[config.mk]
export PLATFORM = sky130hd
export DESIGN_NAME = motor_latch_run_detector
export DESIGN_NICKNAME = d
export VERILOG_FILES = /design/src/rtl/mlrd_pkg.sv /design/src/rtl/mlrd_filter.sv /design/src/rtl/mlrd_core.sv /design/src/rtl/motor_latch_run_detector.sv
export VERILOG_INCLUDE_DIRS = /design/src /design/src/rtl
export SDC_FILE = /design/constraint.sdc
export NUM_CORES = 1
export LEC_CHECK = 0
export ABC_AREA = 0
export BUFFER_PORTS_ARGS = -buffer_cell sky130_fd_sc_hd__buf_2
export CORE_MARGIN = 2
export CORE_UTILIZATION = 61
export DETAILED_ROUTE_END_ITERATION = 7
export PLACE_DENSITY = 0.8
export SYNTH_ARGS = -nofsm -noshare
export SYNTH_HDL_FRONTEND = slang
export SYNTH_SLANG_ARGS = --single-unit
[constraint.sdc]
create_clock -name clk -period 14.91 [get_ports clk]
set_input_delay 1.491 -clock clk [delete_from_list [all_inputs] [get_ports clk]]
set_output_delay 1.491 -clock clk [all_outputs]
set_load 0.05 [all_outputs]
[src/rtl/motor_latch_run_detector_assert.svh]
// assertion macros shared by the rtl files
`ifndef MOTOR_LATCH_RUN_DETECTOR_ASSERT_SVH
`define MOTOR_LATCH_RUN_DETECTOR_ASSERT_SVH

// clocked check, off while reset is high
`define MLRD_ASSERT_CLK(lbl, prop, msg) \
  lbl: assert property (@(posedge clk) disable iff (rst) prop) else $error(msg);

// clocked check, also during reset
`define MLRD_ASSERT_ALWAYS(lbl, prop, msg) \
  lbl: assert property (@(posedge clk) prop) else $error(msg);

`endif

[src/rtl/mlrd_pkg.sv]
// ----------------------------------------------------------------------------
// mlrd_pkg
// Types and constants shared by the motor latch run detector.
// ----------------------------------------------------------------------------
package mlrd_pkg;

  localparam int SAMPLE_BITS = 10;
  localparam int SUM_BITS    = SAMPLE_BITS + 2;
  localparam int LIMIT_BITS  = 17;

  localparam logic [15:0] SETTLE_MS     = 16'd50;
  localparam logic [15:0] MIN_LATCH_MS  = 16'd100;
  localparam logic [7:0]  MIN_LOW_COUNT = 8'd4;
  localparam logic [7:0]  LOW_COUNT_MAX = 8'd255;

  localparam logic [9:0]  THRESHOLD_RESET = 10'd8;
  localparam logic [14:0] SWEEP_RESET     = 15'd9000;
  localparam logic [12:0] BACKLASH_RESET  = 13'd1800;

  localparam int CFG_DATA_BITS = 15;

  typedef enum logic [1:0] {
    REG_LATCH_THRESHOLD = 2'd0,
    REG_SWEEP_MS        = 2'd1,
    REG_BACKLASH_OPEN   = 2'd2
  } cfg_reg_t;

  typedef struct packed {
    logic [9:0]  latch_threshold;
    logic [14:0] sweep_ms;
    logic [12:0] backlash_open_ms;
  } cfg_t;

  typedef struct packed {
    logic                   start_run;
    logic                   open_dir;
    logic [SAMPLE_BITS-1:0] sample;
    logic [15:0]            elapsed_ms;
  } in_beat_t;

  typedef struct packed {
    logic                   motor_on;
    logic                   drive_open;
    logic                   latched;
    logic                   timed_out;
    logic [SAMPLE_BITS-1:0] current_estimate;
    logic [14:0]            position_ms;
    logic [15:0]            run_time_ms;
  } out_beat_t;

  typedef struct packed {
    logic [SAMPLE_BITS-1:0] estimate;
    logic [7:0]             low_count;
  } filt_t;

endpackage

[src/rtl/mlrd_filter.sv]
// ----------------------------------------------------------------------------
// mlrd_filter
// Current estimate filter and low-sample run counter for one sample.
// ----------------------------------------------------------------------------
module mlrd_filter (
  input  logic [mlrd_pkg::SAMPLE_BITS-1:0] sample,
  input  logic                             settled,
  input  logic [9:0]                       latch_threshold,
  input  mlrd_pkg::filt_t                  cur,
  output mlrd_pkg::filt_t                  nxt
);

  logic [mlrd_pkg::SUM_BITS-1:0]    sum;
  logic [mlrd_pkg::SAMPLE_BITS-1:0] avg;
  logic [mlrd_pkg::SAMPLE_BITS-1:0] iir;
  logic                             is_low;

  // sample + 3 * estimate, then quarter
  assign sum = {2'b00, sample} + {1'b0, cur.estimate, 1'b0} + {2'b00, cur.estimate};
  assign avg = sum[mlrd_pkg::SUM_BITS-1:2];

  // nudge one count toward the sample when the filter stalls
  always_comb begin
    iir = avg;
    if (avg == cur.estimate) begin
      if (sample > avg) begin
        iir = avg + mlrd_pkg::SAMPLE_BITS'(1);
      end else if (sample < avg) begin
        iir = avg - mlrd_pkg::SAMPLE_BITS'(1);
      end
    end
  end

  assign is_low = ({{(16 - mlrd_pkg::SAMPLE_BITS){1'b0}}, sample} <= {6'd0, latch_threshold});

  always_comb begin
    if (!settled) begin
      nxt.estimate  = sample;
      nxt.low_count = cur.low_count;
    end else begin
      nxt.estimate = iir;
      if (!is_low) begin
        nxt.low_count = 8'd0;
      end else if (cur.low_count != mlrd_pkg::LOW_COUNT_MAX) begin
        nxt.low_count = cur.low_count + 8'd1;
      end else begin
        nxt.low_count = cur.low_count;
      end
    end
  end

endmodule

[src/rtl/mlrd_core.sv]
// ----------------------------------------------------------------------------
// mlrd_core
// Run state registers and the per-beat decision: start, filter, timeout, latch.
// ----------------------------------------------------------------------------
`include "motor_latch_run_detector_assert.svh"

module mlrd_core (
  input  logic                clk,
  input  logic                rst,
  input  mlrd_pkg::cfg_t      cfg,
  input  logic                step_en,
  input  mlrd_pkg::in_beat_t  item,
  output mlrd_pkg::out_beat_t res
);

  logic                             running;
  logic                             direction_open;
  logic [mlrd_pkg::SAMPLE_BITS-1:0] estimate;
  logic [7:0]                       low_count;
  logic [15:0]                      prior_elapsed;
  logic [14:0]                      position;

  logic                             running_next;
  logic                             direction_open_next;
  logic [mlrd_pkg::SAMPLE_BITS-1:0] estimate_next;
  logic [7:0]                       low_count_next;
  logic [15:0]                      prior_elapsed_next;
  logic [14:0]                      position_next;

  mlrd_pkg::filt_t                  filt_cur;
  mlrd_pkg::filt_t                  filt_nxt;
  logic [mlrd_pkg::LIMIT_BITS-1:0]  limit;
  logic                             over_limit;
  logic                             latch_hit;
  logic                             did_latch;
  logic                             did_timeout;

  assign filt_cur.estimate  = estimate;
  assign filt_cur.low_count = low_count;

  mlrd_filter u_filter (
    .sample          (item.sample),
    .settled         (prior_elapsed >= mlrd_pkg::SETTLE_MS),
    .latch_threshold (cfg.latch_threshold),
    .cur             (filt_cur),
    .nxt             (filt_nxt)
  );

  // 3 * backlash + 2 * sweep
  assign limit = {4'b0, cfg.backlash_open_ms} + {3'b0, cfg.backlash_open_ms, 1'b0}
               + {1'b0, cfg.sweep_ms, 1'b0};
  assign over_limit = ({1'b0, item.elapsed_ms} > limit);
  assign latch_hit  = (item.elapsed_ms >= mlrd_pkg::MIN_LATCH_MS)
                   && (filt_nxt.low_count >= mlrd_pkg::MIN_LOW_COUNT);

  always_comb begin
    running_next        = running;
    direction_open_next = direction_open;
    estimate_next       = estimate;
    low_count_next      = low_count;
    prior_elapsed_next  = prior_elapsed;
    position_next       = position;
    did_latch           = 1'b0;
    did_timeout         = 1'b0;
    if (item.start_run) begin
      running_next        = 1'b1;
      direction_open_next = item.open_dir;
      estimate_next       = '0;
      low_count_next      = '0;
      prior_elapsed_next  = '0;
    end else if (running) begin
      estimate_next      = filt_nxt.estimate;
      low_count_next     = filt_nxt.low_count;
      prior_elapsed_next = item.elapsed_ms;
      if (over_limit) begin
        did_timeout  = 1'b1;
        running_next = 1'b0;
      end else if (latch_hit) begin
        did_latch     = 1'b1;
        running_next  = 1'b0;
        position_next = direction_open ? cfg.sweep_ms : 15'd0;
      end
    end
  end

  always_ff @(posedge clk) begin
    if (rst) begin
      running        <= 1'b0;
      direction_open <= 1'b0;
      estimate       <= '0;
      low_count      <= '0;
      prior_elapsed  <= '0;
      position       <= '0;
    end else if (step_en) begin
      running        <= running_next;
      direction_open <= direction_open_next;
      estimate       <= estimate_next;
      low_count      <= low_count_next;
      prior_elapsed  <= prior_elapsed_next;
      position       <= position_next;
    end
  end

  assign res.motor_on         = running_next;
  assign res.drive_open       = running_next && direction_open_next;
  assign res.latched          = did_latch;
  assign res.timed_out        = did_timeout;
  assign res.current_estimate = estimate_next;
  assign res.position_ms      = position_next;
  assign res.run_time_ms      = (did_latch || did_timeout) ? item.elapsed_ms : 16'd0;

  `MLRD_ASSERT_CLK(a_end_stops_run, step_en && (res.latched || res.timed_out) |=> !running, "run still active after it ended")
  `MLRD_ASSERT_CLK(a_start_clears, step_en && item.start_run |=> running && estimate == '0 && low_count == '0, "start beat did not clear run state")
  `MLRD_ASSERT_CLK(a_idle_holds, step_en && !item.start_run && !running |=> $stable(estimate) && $stable(position), "sample while idle changed state")
  `MLRD_ASSERT_CLK(a_open_latch_pos, step_en && res.latched && direction_open |=> position == $past(cfg.sweep_ms), "open latch did not set position to sweep")

endmodule

[src/rtl/motor_latch_run_detector.sv]
// ----------------------------------------------------------------------------
// motor_latch_run_detector
// Damper motor run tracker: filters current samples and ends a run on latch
// or timeout, one beat in and one beat out per cycle unless out stalls.
// ----------------------------------------------------------------------------
//  channel   signals                          direction
//  in        in_valid / in_ready / in_data    beat in: start or sample
//  out       out_valid / out_ready / out_data beat out: one result per beat
//  cfg       cfg_wr_en / cfg_index / cfg_wdata  register write, no wait
//
// one beat per cycle sustained unless out stalls; an accepted beat passes the
// input register, then the result register after the single-pass core logic
// sync reset clears run state and loads register defaults
// a stall on out holds the result register; in_ready drops only when both
// registers are full and out_ready is low
`include "motor_latch_run_detector_assert.svh"

module motor_latch_run_detector (
  input  logic                                clk,
  input  logic                                rst,
  input  logic                                in_valid,
  output logic                                in_ready,
  input  mlrd_pkg::in_beat_t                  in_data,
  output logic                                out_valid,
  input  logic                                out_ready,
  output mlrd_pkg::out_beat_t                 out_data,
  input  logic                                cfg_wr_en,
  input  logic [1:0]                          cfg_index,
  input  logic [mlrd_pkg::CFG_DATA_BITS-1:0]  cfg_wdata
);

  mlrd_pkg::cfg_t      cfg;
  mlrd_pkg::in_beat_t  item;
  logic                item_valid;
  logic                advance;
  logic                step_en;
  mlrd_pkg::out_beat_t res;

  always_ff @(posedge clk) begin
    if (rst) begin
      cfg.latch_threshold  <= mlrd_pkg::THRESHOLD_RESET;
      cfg.sweep_ms         <= mlrd_pkg::SWEEP_RESET;
      cfg.backlash_open_ms <= mlrd_pkg::BACKLASH_RESET;
    end else if (cfg_wr_en) begin
      unique case (mlrd_pkg::cfg_reg_t'(cfg_index))
        mlrd_pkg::REG_LATCH_THRESHOLD: cfg.latch_threshold  <= cfg_wdata[9:0];
        mlrd_pkg::REG_SWEEP_MS:        cfg.sweep_ms         <= cfg_wdata[14:0];
        mlrd_pkg::REG_BACKLASH_OPEN:   cfg.backlash_open_ms <= cfg_wdata[12:0];
        default: begin
        end
      endcase
    end
  end

  // result register frees up when empty or being taken
  assign advance  = !out_valid || out_ready;
  assign in_ready = !item_valid || advance;
  assign step_en  = item_valid && advance;

  always_ff @(posedge clk) begin
    if (rst) begin
      item_valid <= 1'b0;
    end else if (in_ready) begin
      item_valid <= in_valid;
    end
  end

  always_ff @(posedge clk) begin
    if (in_valid && in_ready) begin
      item <= in_data;
    end
  end

  mlrd_core u_core (
    .clk     (clk),
    .rst     (rst),
    .cfg     (cfg),
    .step_en (step_en),
    .item    (item),
    .res     (res)
  );

  always_ff @(posedge clk) begin
    if (rst) begin
      out_valid <= 1'b0;
    end else if (advance) begin
      out_valid <= item_valid;
    end
  end

  always_ff @(posedge clk) begin
    if (step_en) begin
      out_data <= res;
    end
  end

  `MLRD_ASSERT_CLK(a_full_when_blocked, !in_ready |-> item_valid && out_valid && !out_ready, "in_ready low without a full pipeline")
  `MLRD_ASSERT_ALWAYS(a_reset_empties, rst |=> !out_valid && !item_valid, "pipeline not empty after reset")

endmodule

# After elaboration in Yosys (flattened, before gate mapping)
# Index checks and enable logic that the tools add are counted.
# totals
register_bits	164
input_bits	50
# op_classes
n_mux	29
reduce_logical	15
magnitude_cmp	7
add_sub_neg	7
eq_ne	4
# op_table
cell	n
15-bit two-way mux	5
10-bit two-way mux	5
16-bit two-way mux	2
8-bit two-way mux	4
18-bit two-way mux	1
17-bit by 16-bit adder with 17-bit output	1
16-bit by 17-bit > comparator with 1-bit output	1
16-bit by 6-bit greater-or-equal comparator with 1-bit output, second input constant	1
16-bit by 7-bit greater-or-equal comparator with 1-bit output, second input constant	1
13-bit by 14-bit adder with 15-bit output	1
10-bit by 11-bit adder with 12-bit output	1
12-bit by 10-bit adder with 12-bit output	1
1-bit two-way mux	12
10-bit by 1-bit adder with 10-bit output, second input constant	1
10-bit == test	1
10-bit > comparator	1
10-bit <= comparator	1
10-bit < comparator	1
10-bit by 1-bit subtractor with 10-bit output, second input constant	1
8-bit by 1-bit adder with 8-bit output, second input constant	1
8-bit by 3-bit greater-or-equal comparator with 1-bit output, second input constant	1
8-bit inequality test, second input constant	1
2-bit AND reduction	4
1-bit logical AND	4
other kinds (6)	9

# Depth between registers and ports, before layout
# Gate-level depths: netlist of the first run.
# depth
ltp_word	14
depth_mapped	28
mapped_depth_nobuf	27

# Hierarchy
# A second synthesis of the first run with hierarchy kept.
# unflattened
cells_unflattened	1001
hier_area_um2	10042.1
# by_module_without_submodules
mod	n_inst	area_each_um2	seq_area_each_um2	cells_each
motor_latch_run_detector	1	3849.9	2992.9	233
mlrd_core	1	3764.9	1001.0	436
mlrd_filter	1	2427.3	0.0	332

# Worst setup path before layout of the first run
# No wires, ideal clock.
# synth_timing
kind	reg-to-reg
from	register cfg[1] (netlist name)
to	register out_data[16] in the netlist's numbering (data pin)
path_stages_with_launch	28
arrival_time_ns	5.655
setup_ns	0.260
setup_slack_ns	8.995
path_cell_list	dfxtp_1 ha_1 fa_1 a21o_1 a21oi_1 o21bai_1 a21oi_1 nor2b_1 o21a_1 o31a_1 nor2_1 xnor2_1 ha_1 a21oi_1 nand2_1 a211oi_1 o21bai_1 a21oi_1 xor2_1 ha_1 and3_1 nand3_1 nor4_1 nor4_1 o31ai_2 nand3_1 buf_2 mux2_2
# synth_lines
element	line_no	text
end signal, assigned	motor_latch_run_detector.sv:93	out_data <= res;
end, declared	motor_latch_run_detector.sv:26	output mlrd_pkg::out_beat_t out_data,

==> impl_metrics.csv, run 1 <==
group,metric,value,unit
sta,setup_slack,8.11,ns
placed_design,portBuffers,96,
worst_setup_path,reg2reg_slack,8.11,ns
synthesis,mappedNetlistArea,9940,um^2
synthesis,synth_compound_area_frac,0.185,
clocking,cts_max_path_buffers,2,
sta,max_slew_margin,0.197,
clocking,cts_setup_buffers,0,
routing,first_pass_iters,5,
status,status,"finished, final reports clean",
sta,setup_viol,0,
routing,remaining_drc_errors,0,
synthesis,ys_types,75,
run,max_cap_violations,0,
routing,wl_per_cell,18.1,um
synthesis,synthMuxAreaShare,0.0221,
synthesis,syn_nets,1191,
layout,layout.nets,1261,
global_route,grt_util_met2,0.472,
floorplan,coreArea,15900,um^2
clocking,cts_root_buffer,"clkbuf_16",
clocking,cts_buffers,17,
placed_design,dp.cells,1318,
pwr,total_power,1100,uW
synthesis,ys_async_sr_fraction,0,
sta,tightest_slew,1.20,ns
global_route,track_usage,0.284,
placed_design,place_congestion,0.921,
sta,rsz0062_at_grt,"false",
routing,wirelength,24.5,mm
global_route,antenna_found_initial,0,
routing,drt_iter0_markers,710,
layout,antenna_cells,0,
global_route,top_usage_layer,"met2",
clocking,clock_insertion_delay_worst_skew,0.43,ns
hold_path,hp-class,"reg -> reg",
synthesis,ys.flop_type,"dfxtp_1",
clocking,cts_tree,"done",
placed_design,dp_slack,8.15,ns
pwr,ir_worst_vdd,0.0965,mV
global_route,grt_max_degree,85,
floorplan,die-area,17300,um^2
worst_setup_path,crit_path_start_kind,"flop",
clocking,cts_resized,0,
sta,hold_violations,0,
synthesis,synth_fa_ha_area_frac,0.122,
sta,maxSlewViolCount,0,
placed_design,dpl_cell_area,10500,um^2
sta,finalCriticalPeriod,6.80,ns
clocking,htreeDepth,4,
clocking,cts_hold_buf,0,
floorplan,pin_count,97,
layout,area_delta_synth_final,11.2,%
global_route,grt_pass1_vias,7722,
clocking,clkSinkCount,163,
synthesis,synth_edf_count,73,
routing,routed_via_density,6.06,
layout,final_layout_size_suffix_gt1_frac,0.154,
global_route,grt_pass1_wl,39.5,mm
pwr,p_leak,0.00448,uW
synthesis,yosys.area.top_type,"edfxtp_1",
worst_setup_path,cp.arrival,6.97,ns
synthesis,synthTopCellsByArea,"edfxtp_1, dfxtp_1, ha_1, a21oi_1, nand2_1",
worst_setup_path,endpoint_kind,"flop",
global_route,grt.overflow.total,0,
synthesis,synth.avg_cell_area,9.46,um^2
pwr,p_per_area,99.7,nW/um^2
routing,final_antenna_net_count,0,
floorplan,die_y,132,um
synthesis,netlist.area_leader.share,0.220,
floorplan,fp.dieW,132,um
sta,fin_crit_sh,0.456,
global_route,use_met3,0.0509,
layout,fill_cells,1260,
floorplan,initial_core_util,0.626,
synthesis,ys_ff_latch,163,
placed_design,place_hpwl,17.5,mm
sta,fin_setup_tns,0,ns
worst_setup_path,path_class,"reg -> reg",
worst_setup_path,crit_required,15.09,ns
routing,via_count,8183,
sta,max_freq,147,MHz
synthesis,synth_top_family_by_area,"simple AND/OR/NAND/NOR gates",
layout,instances_no_fill,1350,
synthesis,yosys.area_share.simple,0.195,
synthesis,synth_cells,1051,
sta,finClkSkew,0.0102,ns
floorplan,fp-row-count,46,
synthesis,synth_xor_area_frac,0.0343,
worst_setup_path,path_max_fanout,19,
global_route,use_met1,0.378,
synthesis,synth_seq_area_share,0.402,
synthesis,ys.warnings.count,0,
layout,finalInstanceArea,11100,um^2
clocking,path_clk_slew,0.07,ns
worst max-delay path: stages, from the launching register on:
cell	delay [ns]
dfxtp_1	0.36
ha_1	0.25
fa_1	0.41
a21o_1	0.19
a21oi_1	0.21
o21bai_1	0.08
a21oi_1	0.22
nor2b_1	0.07
o21a_1	0.18
o31a_1	0.25
nor2_1	0.12
xnor2_1	0.15
ha_1	0.29
a21oi_1	0.24
nand2_1	0.08
a211oi_1	0.47
o21bai_1	0.11
a21oi_1	0.18
xor2_1	0.19
ha_1	0.28
a21o_1	0.17
a211oi_1	0.26
o211a_1	0.18
nor4_1	0.07
o31ai_2	0.08
buf_4	0.29
nand3_1	0.62
mux2_2	0.52
placed cells by master (no fill, tap or decap), drive strengths merged, types with 11 or more instances in the layout:
cell	instances
buf	103
nand2	100
a21oi	95
dfxtp	90
nor2	80
ha	78
edfxtp	73
inv	49
and2	37
nand4	27
o21ai	27
a21o	24
nand3	23
xnor2	22
o31ai	21
clkbuf	20
nand2b	19
a22oi	19
nor2b	17
mux2	16
nor3	15
nand3b	12
fa	12
a211oi	11
routing by layer:
metal / wire length [um] / up-vias
met5: 0 / -
met1: 10800 / 3885
met3: 1440 / 40
met2: 11700 / 272
li1: - / 3986
met4: 484 / 0
area by class of cell:
cell class	count	area, um^2	area share
clock inverters	12	97.6	0.00882
flip-flops and latches	163	3990	0.361
repair buffers	103	533	0.0482
inverters	43	161	0.0146
clock buffers	20	447	0.0404
well taps	216	270	0.0244
multi-input cells	793	5560	0.503
worst paths after layout:
kind | from | end | cells past startpoint
worst max-delay path | cfg[1] | out_data[19] | 27
worst min-delay path | u_core.position[14] | u_core.position[14] | 2
worst min register to register | u_core.position[14] | u_core.position[14] | 2
worst max register to register | cfg[1] | out_data[19] | 27
sequential cells by signal, summed over array words and instances, names as in the netlist:
| name | flops |
|---|---|
| cfg | 38 |
| item_valid | 1 |
| u_core.running | 1 |
| out_data | 45 |
| u_core.direction_open | 1 |
| u_core.low_count | 8 |
| item | 28 |
| u_core.estimate | 10 |
| out_valid | 1 |
| u_core.prior_elapsed | 15 |
| u_core.position | 15 |
through the flow:
step	util	hold slack, ns
after detailed placement	0.662	0.462
after CTS	0.696	0.471
after global placement	0.662	0.454
after global routing	0.696	0.491
final	0.696	0.472
after floorplan	-	0.445
power breakdown:
part	total [uW]	switching [uW]	internal [uW]
logic	197	125	71.1
clock network	408	187	221
registers	498	15.8	482
synthesized netlist by cell type, drive strengths merged (22+ instances only):
cell / count
a21oi: 95
dfxtp: 90
nand3: 23
nand2: 100
ha: 78
o21ai: 27
inv: 43
and2: 37
edfxtp: 73
a21o: 24
clkbuf: 42
xnor2: 22
nand4: 27
nor2: 80
kinds of logic after synthesis:
family                   after synthesis
AND/OR/NAND/NOR                      378
AO/OA/AOI/OAI                        271
flip-flops                           163
buffers and inverters                 95
adder cells (fa/ha/maj)               90
XOR/XNOR                              34
multiplexers                          20
Power figures use the tool's default switching activity.
==> inputs of run 2 (changes only) <==
ABC_AREA = 1   (was 0)
CORE_UTILIZATION = 55   (was 61)
PLACE_DENSITY = 0.76   (was 0.8)
clock period = 5.7 ns   (was 14.91 ns; I/O delays follow)
==> run 2 against run 1 <==
Worst hold slack got worse by 0.16 ns. Wire length rose by 2.5%. Total power rose to 2.8 times the previous value. Maximum frequency rose by 32%. Register-to-register slack got worse by 7.6 ns. Worst setup slack got worse by 7.6 ns. Area after synthesis rose by 3.4%. Sequential share of layout area fell by 1.5 points. Largest cell class unchanged. Highest routed layer unchanged. Via count rose by 11%.
==> impl_metrics.csv, run 2 <==
group,metric,value,unit
status,status,"finished, final reports clean",
layout,area_delta_synth_final,12.2,%
worst_setup_path,cp_num_buf_inv,2,
layout,fill_cells,1624,
synthesis,ys_async_sr_fraction,0,
floorplan,fp.dieW,141,um
floorplan,initial_core_util,0.556,
pwr,ir_worst_vdd,0.199,mV
worst_setup_path,reg2reg_slack,0.54,ns
layout,top_regs,"out_data x45, cfg x38, item x28",
layout,multi_input_area,5450,um^2
layout,largest_register_ffs,45,
synthesis,netlist_top_cells_count,"nand2_1, inv_1, nor2_1, dfxtp_1, a21oi_1",
layout,final_layout_size_suffix_gt1_frac,0.142,
sta,setup_viol,0,
sta,fin_setup_tns,0,ns
sta,tightest_slew,1.03,ns
floorplan,die-area,19800,um^2
worst_setup_path,endpoint_kind,"flop",
clocking,clock_insertion_delay_worst_skew,0.43,ns
floorplan,die_y,141,um
run,max_cap_violations,0,
global_route,track_usage,0.259,
worst_setup_path,worst_r2r_endpoint,"u_core.position[12]",
placed_design,place_congestion,0.900,
worst_setup_path,r2r_start,"cfg[1]",
worst_setup_path,cp-startpoint,"cfg[1]",
sta,finClkSkew,0.0154,ns
sta,fin_crit_sh,0.905,
sta,whs,0.309,ns
synthesis,netlist.area_leader.share,0.213,
synthesis,ys.flop_type,"dfxtp_1",
routing,first_pass_iters,5,
clocking,cts_max_path_buffers,2,
pwr,p_per_area,267,nW/um^2
global_route,antenna_found_initial,0,
pwr,p_leak,0.00550,uW
synthesis,syn_nets,1476,
clocking,cts_tree,"done",
worst_setup_path,crit_path_start_kind,"flop",
sta,hold_violations,0,
sta,finalCriticalPeriod,5.16,ns
clocking,clkSinkCount,163,
layout,layout.area.seq,3990,um^2
layout,top_register,"out_data",
placed_design,place_hpwl,18.5,mm
clocking,htreeDepth,4,
global_route,grt_max_degree,60,
worst_setup_path,crit_required,6.03,ns
routing,wl_per_cell,15.1,um
routing,wirelength,25.1,mm
clocking,cts_root_buffer,"clkbuf_16",
clocking,path_clk_slew,0.06,ns
layout,antenna_cells,0,
synthesis,yosys.area.top_type,"edfxtp_1",
synthesis,ys.warnings.count,0,
worst_setup_path,slowest_stage,"fa_1",
routing,routed_via_density,5.45,
clocking,cts_buffers,17,
clocking,cts_hold_buf,0,
routing,via_count,9092,
routing,final_antenna_net_count,0,
routing,drt_iter0_markers,779,
sta,maxSlewViolCount,0,
global_route,grt_pass1_vias,8377,
worst_setup_path,cp.arrival,5.48,ns
worst_setup_path,path_max_fanout,16,
synthesis,synthTopCellsByArea,"edfxtp_1, dfxtp_1, nand2_1, ha_1, inv_1",
routing,remaining_drc_errors,0,
layout,layout_common_cells,"nand2_1, inv_1, nor2_1",
worst_setup_path,path_class,"reg -> reg",
synthesis,yosysMostFrequentCell,"nand2_1",
synthesis,synth_cells,1336,
synthesis,mappedNetlistArea,10300,um^2
synthesis,synth_seq_area_share,0.388,
worst_setup_path,endpoint,"u_core.position[12]",
synthesis,ys_types,46,
sta,max_slew_margin,0.307,
worst_setup_path,worstRegToRegCells,29,
sta,max_freq,194,MHz
synthesis,synth_edf_count,73,
worst_setup_path,cpPeakStageDelay,0.40,ns
worst_setup_path,worst-path-stages,29,
floorplan,fp-row-count,50,
floorplan,coreArea,18500,um^2
layout,layout.nets,1561,
placed_design,portBuffers,96,
global_route,grt.overflow.total,0,
synthesis,ys_ff_latch,163,
layout,final_common_cell,"nand2_1",
hold_path,hp-class,"in -> reg",
global_route,grt_pass1_wl,41.2,mm
worst_setup_path,critPathTopFamily,"simple AND/OR/NAND/NOR gates",
floorplan,pin_count,97,
synthesis,synth.avg_cell_area,7.70,um^2
clocking,cts_setup_buffers,0,
sta,rsz0062_at_grt,"false",
-- run 2: routing by layer --
metal  up-vias  global-route usage  part of all wire
met5         -                   0                 0
met4         0              0.0826             0.022
met3        47              0.0455             0.057
met2       277               0.415              0.46
met1      4215               0.359              0.47
li1       4553                   -                 -
-- run 2: area by class of cell --
class,count,share of cell area
sequential,163,0.346
inverter,181,0.0589
clock inverter,9,0.00542
multi-input combinational,955,0.472
timing repair buffer,103,0.0462
tap,234,0.0254
clock buffer,23,0.0461
-- run 2: kinds of logic (layout without fill, tap and decap cells) --
group,count (synthesis),after routing,synth area share
AO/OA/AOI/OAI,180,180,0.0974
XOR/XNOR,28,28,0.0238
adder cells (fa/ha/maj),90,90,0.118
buffers and inverters,218,316,0.0831
flip-flops,163,163,0.388
multiplexers,1,1,0.000973
AND/OR/NAND/NOR,656,656,0.288
-- run 2: where the power goes --
| group | internal (uW) | leakage, uW | switching, uW |
|---|---|---|---|
| combinational | 208 | 0.00378 | 418 |
| sequential | 1280 | 0.00143 | 44.8 |
| clock | 660 | 0.000291 | 473 |
-- run 2: how the worst min path moves through the flow --
stage | start | endpoint | slack (ns) | depth (start not counted)
after detailed placement | u_core.prior_elapsed[8] | u_core.prior_elapsed[8] | 0.46 | 2
after global placement | u_core.prior_elapsed[2] | u_core.prior_elapsed[2] | 0.45 | 2
after global routing | in_data[10] | item[10] | 0.30 | 1
after floorplan | cfg[29] | cfg[29] | 0.44 | 2
after CTS | in_data[21] | item[21] | 0.30 | 1
final | in_data[21] | item[21] | 0.31 | 1
-- run 2: metrics by stage --
step / util / cell area (um^2) / total power, uW / instances / worst slack (ns)
final: 0.623 / 11500 / 3080 / 1668 / 0.542
after global routing: 0.623 / 11500 / 3230 / 1668 / 0.0462
after CTS: 0.623 / 11500 / 3090 / 1668 / 0.414
after detailed placement: 0.591 / 10900 / 1960 / 1636 / 0.473
after global placement: 0.591 / 10900 / 1940 / 1636 / 0.638
after floorplan: - / 10300 / 1800 / 1336 / 0.927
-- run 2: timing repair --
item / 4_1_cts / 5_1_grt
endpoints found under the setup margin: 0 / 30
gates resized for setup: 0 / 1
endpoints found under the hold margin: 0 / 0
